<file path="src/sv/hsvd_pkg.sv">
// ----------------------------------------------------------------------------
// hsvd_pkg
// Types, constants and helpers shared by the HSV desaturation block.
// ----------------------------------------------------------------------------
package hsvd_pkg;

  localparam int CHANNEL_BITS = 8;
  localparam int Q8_BITS      = CHANNEL_BITS + 1;  // holds 0..256
  localparam int DIV_STEPS    = 8;                 // fraction bits after the integer bit
  localparam int FIFO_DEPTH   = 4;
  localparam int FIFO_AW      = $clog2(FIFO_DEPTH);

  localparam logic [Q8_BITS-1:0] ONE_Q8      = Q8_BITS'(256);
  localparam logic [Q8_BITS-1:0] SCALE_RESET = Q8_BITS'(128);
  localparam logic [11:0]        HUE_WRAP    = 12'd1536;

  typedef enum logic [1:0] {
    BASE_RED   = 2'd0,
    BASE_GREEN = 2'd1,
    BASE_BLUE  = 2'd2
  } base_e;

  typedef struct packed {
    logic [7:0] red_in;
    logic [7:0] green_in;
    logic [7:0] blue_in;
    logic [7:0] opacity_in;
  } pix_in_t;

  typedef struct packed {
    logic [7:0] red_out;
    logic [7:0] green_out;
    logic [7:0] blue_out;
    logic [7:0] opacity_out;
  } pix_out_t;

  // classified request handed from front to back
  typedef struct packed {
    logic [CHANNEL_BITS-1:0] vmax;
    logic [CHANNEL_BITS-1:0] delta;
    logic [CHANNEL_BITS-1:0] mag;
    logic                    neg;
    base_e                   base;
    logic                    gray;
    logic [7:0]              opacity;
  } cls_t;

  // one restoring division step: shift in a zero, subtract when it fits
  function automatic logic [CHANNEL_BITS:0] div_step(input logic [CHANNEL_BITS-1:0] rem,
                                                      input logic [CHANNEL_BITS-1:0] dvs);
    logic [CHANNEL_BITS:0] t;
    logic [CHANNEL_BITS:0] r;
    t = {rem, 1'b0};
    if (t >= {1'b0, dvs}) begin
      r = t - {1'b0, dvs};
      return {1'b1, r[CHANNEL_BITS-1:0]};
    end
    return {1'b0, t[CHANNEL_BITS-1:0]};
  endfunction

endpackage

</file>
<file path="src/sv/hsvd_front.sv">
// ----------------------------------------------------------------------------
// hsvd_front
// Classifies a pixel: max, min, delta, hue numerator and its sector base.
// ----------------------------------------------------------------------------
module hsvd_front (
  input  hsvd_pkg::pix_in_t pix_i,
  output hsvd_pkg::cls_t    cls_o
);
  import hsvd_pkg::*;

  logic [7:0] r, g, b, cmax, cmin;
  logic [7:0] na, nb;

  always_comb begin
    r = pix_i.red_in;
    g = pix_i.green_in;
    b = pix_i.blue_in;
    cmax = r;
    cmin = r;
    if (g > cmax) cmax = g;
    if (b > cmax) cmax = b;
    if (g < cmin) cmin = g;
    if (b < cmin) cmin = b;

    // ties favour red, then green
    if (r == cmax) begin
      na = g; nb = b; cls_o.base = BASE_RED;
    end else if (g == cmax) begin
      na = b; nb = r; cls_o.base = BASE_GREEN;
    end else begin
      na = r; nb = g; cls_o.base = BASE_BLUE;
    end

    cls_o.vmax    = cmax;
    cls_o.delta   = cmax - cmin;
    cls_o.gray    = (cmax == cmin);
    cls_o.neg     = (nb > na);
    cls_o.mag     = (nb > na) ? (nb - na) : (na - nb);
    cls_o.opacity = pix_i.opacity_in;
  end

endmodule

</file>
<file path="src/sv/hsvd_fifo.sv">
// ----------------------------------------------------------------------------
// hsvd_fifo
// Short queue between the front and back parts.
// ----------------------------------------------------------------------------
module hsvd_fifo (
  input  logic           clk_i,
  input  logic           rst_ni,
  input  logic           push_i,
  input  hsvd_pkg::cls_t data_i,
  output logic           full_o,
  input  logic           pop_i,
  output logic           empty_o,
  output hsvd_pkg::cls_t data_o
);
  import hsvd_pkg::*;

  cls_t                 mem_q [FIFO_DEPTH];
  logic [FIFO_AW-1:0]   wr_q, wr_d, rd_q, rd_d;
  logic [FIFO_AW:0]     cnt_q, cnt_d;
  logic                 do_push, do_pop;

  assign full_o  = (cnt_q == (FIFO_AW+1)'(FIFO_DEPTH));
  assign empty_o = (cnt_q == '0);
  assign do_push = push_i && !full_o;
  assign do_pop  = pop_i && !empty_o;
  assign data_o  = mem_q[rd_q];

  always_comb begin
    wr_d  = do_push ? wr_q + 1'b1 : wr_q;
    rd_d  = do_pop  ? rd_q + 1'b1 : rd_q;
    cnt_d = cnt_q + (FIFO_AW+1)'(do_push) - (FIFO_AW+1)'(do_pop);
  end

  always_ff @(posedge clk_i or negedge rst_ni) begin
    if (!rst_ni) begin
      wr_q  <= '0;
      rd_q  <= '0;
      cnt_q <= '0;
    end else begin
      wr_q  <= wr_d;
      rd_q  <= rd_d;
      cnt_q <= cnt_d;
    end
  end

  always_ff @(posedge clk_i) begin
    if (do_push) mem_q[wr_q] <= data_i;
  end

endmodule

</file>
<file path="src/sv/hsvd_back.sv">
// ----------------------------------------------------------------------------
// hsvd_back
// Pipelined s and hue divisions, saturation scaling and p/q/t rebuild.
// ----------------------------------------------------------------------------
module hsvd_back (
  input  logic                                clk_i,
  input  logic                                rst_ni,
  input  logic [hsvd_pkg::Q8_BITS-1:0]        scale_i,
  input  logic                                empty_i,
  input  hsvd_pkg::cls_t                      cls_i,
  output logic                                pop_o,
  output logic                                out_valid_o,
  input  logic                                out_stall_i,
  output hsvd_pkg::pix_out_t                  out_pix_o
);
  import hsvd_pkg::*;

  typedef struct packed {
    cls_t                    c;
    logic [CHANNEL_BITS-1:0] s_rem;
    logic [Q8_BITS-1:0]      s_quo;
    logic [CHANNEL_BITS-1:0] f_rem;
    logic [Q8_BITS-1:0]      f_quo;
  } div_t;

  typedef struct packed {
    logic [CHANNEL_BITS-1:0] vmax;
    logic [7:0]              opacity;
    logic                    bypass;
    logic [Q8_BITS-1:0]      ss;
    logic [2:0]              sector;
    logic [7:0]              f;
  } hue_t;

  typedef struct packed {
    logic [CHANNEL_BITS-1:0] vmax;
    logic [7:0]              opacity;
    logic                    bypass;
    logic [2:0]              sector;
    logic [Q8_BITS-1:0]      kp;
    logic [Q8_BITS-1:0]      kq;
    logic [Q8_BITS-1:0]      kt;
  } fac_t;

  div_t               div_q [DIV_STEPS+1];
  logic [DIV_STEPS:0] dvld_q;
  hue_t               hue_q, hue_d;
  fac_t               fac_q, fac_d;
  logic               hvld_q, fvld_q, ovld_q;
  pix_out_t           out_q, out_d;
  div_t               div0;
  logic               adv;

  // whole pipe moves unless a finished result is held up
  assign adv         = !ovld_q || !out_stall_i;
  assign pop_o       = adv && !empty_i;
  assign out_valid_o = ovld_q;
  assign out_pix_o   = out_q;

  // integer bit of x*256/d, with x never above d
  always_comb begin
    div0.c     = cls_i;
    div0.s_quo = {{(Q8_BITS-1){1'b0}}, cls_i.delta >= cls_i.vmax};
    div0.s_rem = (cls_i.delta >= cls_i.vmax) ? '0 : cls_i.delta;
    div0.f_quo = {{(Q8_BITS-1){1'b0}}, cls_i.mag >= cls_i.delta};
    div0.f_rem = (cls_i.mag >= cls_i.delta) ? cls_i.mag - cls_i.delta : cls_i.mag;
  end

  always_ff @(posedge clk_i) begin
    logic [CHANNEL_BITS:0] ds, df;
    if (adv) begin
      div_q[0] <= div0;
      for (int k = 1; k <= DIV_STEPS; k++) begin
        ds = div_step(div_q[k-1].s_rem, div_q[k-1].c.vmax);
        df = div_step(div_q[k-1].f_rem, div_q[k-1].c.delta);
        div_q[k].c     <= div_q[k-1].c;
        div_q[k].s_quo <= {div_q[k-1].s_quo[Q8_BITS-2:0], ds[CHANNEL_BITS]};
        div_q[k].s_rem <= ds[CHANNEL_BITS-1:0];
        div_q[k].f_quo <= {div_q[k-1].f_quo[Q8_BITS-2:0], df[CHANNEL_BITS]};
        div_q[k].f_rem <= df[CHANNEL_BITS-1:0];
      end
      hue_q <= hue_d;
      fac_q <= fac_d;
      out_q <= out_d;
    end
  end

  // scaled saturation and hue position
  always_comb begin
    logic [2*Q8_BITS-1:0] prod;
    logic signed [11:0]   h;
    div_t                 e;
    e          = div_q[DIV_STEPS];
    prod       = e.s_quo * scale_i;
    hue_d.ss   = prod[Q8_BITS+7:8];
    // base code 0/1/2 stands for sector 0/2/4, i.e. 512 per step
    h          = $signed({1'b0, e.c.base, 9'h000});
    if (e.c.neg) h = h - $signed({3'b000, e.f_quo});
    else         h = h + $signed({3'b000, e.f_quo});
    if (h < 0)   h = h + $signed(HUE_WRAP);
    hue_d.sector  = h[10:8];
    hue_d.f       = h[7:0];
    hue_d.vmax    = e.c.vmax;
    hue_d.opacity = e.c.opacity;
    hue_d.bypass  = e.c.gray || (prod[Q8_BITS+7:8] == '0);
  end

  // p/q/t factors in Q1.8
  always_comb begin
    logic [2*Q8_BITS-1:0] pq, pt;
    pq = hue_q.ss * {1'b0, hue_q.f};
    pt = hue_q.ss * (ONE_Q8 - {1'b0, hue_q.f});
    fac_d.kp      = ONE_Q8 - hue_q.ss;
    fac_d.kq      = ONE_Q8 - pq[Q8_BITS+7:8];
    fac_d.kt      = ONE_Q8 - pt[Q8_BITS+7:8];
    fac_d.vmax    = hue_q.vmax;
    fac_d.opacity = hue_q.opacity;
    fac_d.bypass  = hue_q.bypass;
    fac_d.sector  = hue_q.sector;
  end

  always_comb begin
    logic [CHANNEL_BITS+Q8_BITS-1:0] mp, mq, mt;
    logic [7:0] v, p, q, t;
    v  = fac_q.vmax;
    mp = v * fac_q.kp;
    mq = v * fac_q.kq;
    mt = v * fac_q.kt;
    p  = mp[CHANNEL_BITS+7:8];
    q  = mq[CHANNEL_BITS+7:8];
    t  = mt[CHANNEL_BITS+7:8];
    out_d.opacity_out = fac_q.opacity;
    out_d.red_out   = v;
    out_d.green_out = v;
    out_d.blue_out  = v;
    if (!fac_q.bypass) begin
      case (fac_q.sector)
        3'd0: begin out_d.green_out = t; out_d.blue_out = p; end
        3'd1: begin out_d.red_out = q; out_d.blue_out = p; end
        3'd2: begin out_d.red_out = p; out_d.blue_out = t; end
        3'd3: begin out_d.red_out = p; out_d.green_out = q; end
        3'd4: begin out_d.red_out = t; out_d.green_out = p; end
        default: begin out_d.green_out = p; out_d.blue_out = q; end
      endcase
    end
  end

  always_ff @(posedge clk_i or negedge rst_ni) begin
    if (!rst_ni) begin
      dvld_q <= '0;
      hvld_q <= 1'b0;
      fvld_q <= 1'b0;
      ovld_q <= 1'b0;
    end else if (adv) begin
      dvld_q <= {dvld_q[DIV_STEPS-1:0], pop_o};
      hvld_q <= dvld_q[DIV_STEPS];
      fvld_q <= hvld_q;
      ovld_q <= fvld_q;
    end
  end

endmodule

</file>
<file path="src/sv/hsv_desaturate_pixel.sv">
// ----------------------------------------------------------------------------
// hsv_desaturate_pixel
// RGBA pixel desaturation through HSV with a programmable saturation scale.
// ----------------------------------------------------------------------------
// Input channel: in_valid_i / in_stall_o / in_pix_i, one request per pixel.
// Output channel: out_valid_o / out_stall_i / out_pix_o, one result per pixel.
// A request moves on an edge with valid high and stall low.
// Config: cfg_we_i writes cfg_data_i to the saturation scale (Q1.8, values
// above 256 clip to 256); write only while no pixel is in flight.
// Throughput: one pixel per clock while the output is not stalled. From the
// accepting edge a pixel passes through the queue read into 9 division
// registers, scaling, factors and the output register.
// A four-entry queue sits between the classifier and the arithmetic pipe,
// so input keeps being taken while a result waits; when the receiver stalls
// the pipe freezes and in_stall_o rises once the queue fills.
// Reset empties queue and pipe and sets the scale to one half.
// ----------------------------------------------------------------------------
module hsv_desaturate_pixel (
  input  logic                          clk_i,
  input  logic                          rst_ni,
  input  logic                          in_valid_i,
  output logic                          in_stall_o,
  input  hsvd_pkg::pix_in_t             in_pix_i,
  output logic                          out_valid_o,
  input  logic                          out_stall_i,
  output hsvd_pkg::pix_out_t            out_pix_o,
  input  logic                          cfg_we_i,
  input  logic [hsvd_pkg::Q8_BITS-1:0]  cfg_data_i
);
  import hsvd_pkg::*;

  logic [Q8_BITS-1:0] scale_q, scale_d;
  cls_t               cls_in, cls_out;
  logic               full, empty, pop;

  assign scale_d = (cfg_data_i > ONE_Q8) ? ONE_Q8 : cfg_data_i;

  always_ff @(posedge clk_i or negedge rst_ni) begin
    if (!rst_ni) scale_q <= SCALE_RESET;
    else if (cfg_we_i) scale_q <= scale_d;
  end

  assign in_stall_o = full;

  hsvd_front u_front (
    .pix_i (in_pix_i),
    .cls_o (cls_in)
  );

  hsvd_fifo u_fifo (
    .clk_i   (clk_i),
    .rst_ni  (rst_ni),
    .push_i  (in_valid_i),
    .data_i  (cls_in),
    .full_o  (full),
    .pop_i   (pop),
    .empty_o (empty),
    .data_o  (cls_out)
  );

  hsvd_back u_back (
    .clk_i       (clk_i),
    .rst_ni      (rst_ni),
    .scale_i     (scale_q),
    .empty_i     (empty),
    .cls_i       (cls_out),
    .pop_o       (pop),
    .out_valid_o (out_valid_o),
    .out_stall_i (out_stall_i),
    .out_pix_o   (out_pix_o)
  );

endmodule

</file>
<file path="config.mk">
export PLATFORM = sky130hd
export DESIGN_NAME = hsv_desaturate_pixel
export DESIGN_NICKNAME = d
export VERILOG_FILES = /design/src/sv/hsvd_pkg.sv /design/src/sv/hsvd_front.sv /design/src/sv/hsvd_fifo.sv /design/src/sv/hsvd_back.sv /design/src/sv/hsv_desaturate_pixel.sv
export SDC_FILE = /design/constraint.sdc
export NUM_CORES = 2
export LEC_CHECK = 0
export ABC_AREA = 1
export BUFFER_PORTS_ARGS = -buffer_cell sky130_fd_sc_hd__buf_2
export CAP_MARGIN = 0
export CORE_MARGIN = 8
export CORE_UTILIZATION = 55
export CTS_CLUSTER_DIAMETER = 150
export DETAILED_ROUTE_END_ITERATION = 8
export PLACE_DENSITY_LB_ADDON = 0.1
export SLEW_MARGIN = 10
export SYNTH_ARGS = -nofsm -noshare
export SYNTH_HDL_FRONTEND = slang
export SYNTH_HIERARCHICAL = 1
export SYNTH_SLANG_ARGS = --single-unit
export TNS_END_PERCENT = 30
</file>
<file path="constraint.sdc">
create_clock -name clk_i -period 26.2 [get_ports clk_i]
set_clock_uncertainty 0.05 [all_clocks]
set_input_delay 7.86 -clock clk_i [delete_from_list [all_inputs] [get_ports clk_i]]
set_output_delay 7.86 -clock clk_i [all_outputs]
set_load 0.05 [all_outputs]
</file>
==> impl_results.md <==
- Status: finished, final reports clean
- Postcts setup bufs: 0
- Hold WS: between 0.3 and 0.4 ns
- GRT Residual Overflow: 0
- Setup_tns: 0 ns
- Inserted Diodes: 0
- Startpoint types: primary input
- Minimum clock period: 14.18 ns
- Crit-path leading delay family: simple AND/OR/NAND/NOR gates
- Slew Limit Fails: 0
- Port bufs: 79
- Maximum clock path buffer count: 3
- Aggregate routed wire length: 103,000 um
- DR DRC count: 0
- Total track usage: roughly 20%
- Reg2Reg Setup Slack: roughly 20 ns
- Die Wd: 320 um
- Routed Antenna Nets: 0
- Synth Flop Type: edfxtp_1
- Complex-gate fraction of the synthesized area: between 4 and 5%
- Worst path required time: between 20 and 30 ns
- Yosys top cell area share: a little over two fifths
- CP peak stage delay: ~0.4 ns
- Top routing layer used: met4
- Yosys cell types: 62
- Yosys warning count: 6
- Fraction of layout cells with a size suffix above 1: under 10%
- Number of core rows: around 110
- Largest family of logic cells by synthesized area: adder cells
- Worst-skew pair later-pin latency: approximately 0.62 ns
- Clock root cell: clkbuf_16
- Number of synthesized flops with an enable pin: 722
- Initial DRC Count: 2,174
- Post-synth top area cell: edfxtp_1
- Crit path DAT: around 14 ns
- Starting Density: 55.5%
- Initial antenna violation count: 0
- Crit path max fanout: 33
- Routed len/inst: about 15 um
- Wire length on met3: roughly 4300 um
- Multiplexer area fraction after synthesis: 0.0590%
- Final setup fails: 0
- Mean Syn Cell Area: ~9.3 um^2
- First-pass GRT wire length: 175,000 um
- Cell Area, Synth: approximately 51,000 um^2
- Dpl cell area: roughly 52,000 um^2
- Slowest CP cell: fa_1
- Cts repair resizes: 0
- Critical path type: in -> reg
- Core area: roughly 92,000 um^2
- CTS Sinks: 750
- Clk slew on worst S/H paths: about 0.06 ns
- Adder-cell share of the synthesized area: 20.8%
- Final #Nets: about 6,300
- Simple-gate share of the synthesized area: 18.7%
- Worst slew pin tran: about 1.1 ns
- DR vias/cell: ~5
- RSZ-0062 raised after global routing: no
- Final hold vios: 0
- Boundary Pins: 80
- Xor and xnor area share after synthesis: about 2.3%
- Vias in the first global route: 35,400
- DIE HEIGHT: approximately 320 um
- Hold/Removal Path Class: reg -> reg
- GPL Wtd Cong: around 0.9
- FMAX: about 0.07 GHz
- Register area share after synthesis: a little over two fifths
- Crit share post-route: 54.1%
- Endpoint class of the critical path: register
- Area contributors post-synth: edfxtp_1 (43%), fa_1 (11%), nand2_1 (10%), ha_1 (10%), inv_1 (7.6%)
- Filler cells: between 7,000 and 8,000
- CTS tree: yes
- CP Buf/Inv Count: 8
- Register area: roughly 22,000 um^2
- Cells after synthesis: around 5,500
- # hold bufs at CTS: 0
- Most used cell, CP: nand2_1
- Seq cells post-synth: 750
- Post-Syn Nets: about 6,200
- First-pass DRT Iterations: 6
- DIE AREA: roughly 100,000 um^2
- Fin util: about 60%
- Final Instance Area: roughly 55,000 um^2
- Layout area overhead: 7.58%
- Htree depth: 3
- WL met1: approximately 46,000 um
- Largest net degree at the start of global routing: ~180
- Final HPWL DP: around 78,000 um
- Area of the multi-input gates: ~24,000 um^2
- Max_slew headroom: between 20% and 30%
- Max cap viols: 0
- TritonCTS buffer count: 80
- Vias: about 35,000
- Wire length on met2: around 50,000 um
- Asr flop ratio synth: 3.73%
-- logic make-up after synthesis --
logic type	Yosys count
adders and majority gates	683
muxes	3
buffers and inverters	1190
AOI/OAI and AO/OA	467
and+or+nand+nor	2265
DFF	750
xor gates and xnor gates	129
-- path summary, 6_finish.rpt --
kind / start / to / cells after the start
max in group asynchronous: rst_ni / u_fifo/rd_q[0] / 1
max: in_pix_i[31] / u_fifo/mem_q[2][17] / 39
min reg2reg: u_back/div_q[6][41] / u_back/div_q[7][41] / 0
max reg2reg: u_back/hue_q[0] / u_back/fac_q[7] / 23
min in group asynchronous: rst_ni / u_back/dvld_q[1] / 1
min: u_back/div_q[6][41] / u_back/div_q[7][41] / 0
-- layout by cell type, fill, tap and decap left out, types with 13 or more instances in the layout --
master / synthesis / final
nand2_1: 1415 / 1414
inv_1: 1032 / 1032
edfxtp_1: 722 / 722
ha_1: 410 / 410
nor2_1: 356 / 352
nand3_1: 286 / 286
fa_1: 273 / 273
a21oi_1: 203 / 203
o21ai_0: 186 / 186
xor2_1: 82 / 82
clkbuf_16: 0 / 81
buf_2: 15 / 79
xnor2_1: 45 / 45
nor3_1: 44 / 44
nand2_2: 34 / 34
nand4_1: 33 / 33
dfrtp_1: 27 / 26
nand3b_1: 24 / 24
buf_4: 29 / 20
clkinv_1: 2 / 19
nor2_4: 11 / 15
o21bai_1: 15 / 15
nor2_2: 14 / 14
o21ai_1: 14 / 14
clkbuf_1: 58 / 13
clkinv_2: 1 / 13
-- stage by stage --
stage / instances / worst slack [ns]
after floorplan: 5487 / 1.15
after global placement: 6631 / 11.56
after detailed placement: 6631 / 11.42
after CTS: 6774 / 12.07
after global routing: 6774 / 11.39
final: 6774 / 12.02
-- layout make-up --
cell class | count | area share (%)
inverter | 1048 | 7.19
multi-input combinational | 3547 | 43.6
tap | 1186 | 2.71
clock buffer | 95 | 3.82
timing repair buffer | 100 | 1.03
clock inverter | 48 | 0.765
sequential | 750 | 40.9
-- per-layer routing --
| layer | track usage (%) | vias to the layer above |
|---|---|---|
| met1 | 26.3 | 16400 |
| met3 | 2.64 | 147 |
| met4 | 6.51 | 0 |
| met5 | 0 | - |
| li1 | - | 17600 |
| met2 | 36.3 | 648 |
-- Yosys cell counts (8+ instances only) --
cell type and count:
nand2_1 1415, ha_1 410, nor2_1 356, inv_2 12, nor3_1 44, xor2_1 82, nand4_1 33, nand3_1 286
clkbuf_1 58, buf_2 15, a21oi_1 203, edfxtp_1 722, nor2_4 11, xnor2_1 45, a21o_1 12, clkbuf_2 15
buf_4 29, o21ai_1 14, inv_1 1032, or2_2 9, nand3b_1 24, nand3_2 12, fa_1 273, o21ai_2 9
o21a_1 8, o21ai_0 186, buf_6 9, buf_1 16, nand2_2 34, dfrtp_1 27, o21bai_1 15, nor2_2 14
-- sequential cells by signal (all words and copies together), names as in the netlist --
signal and flops:
u_back/out_valid_o 1, u_fifo/cnt_q 3, u_fifo/wr_q 2, scale_q 9
u_back/out_pix_o 32, u_back/div_q 462, u_fifo/rd_q 2, u_back/hvld_q 1
u_back/hue_q 17, u_fifo/mem_q 144, u_back/dvld_q 9, u_back/fac_d 20
u_back/fvld_q 1, u_back/fac_q 47
Power is not shown: default switching activity piles up to over one toggle a cycle in this logic, so the estimate is an artifact.
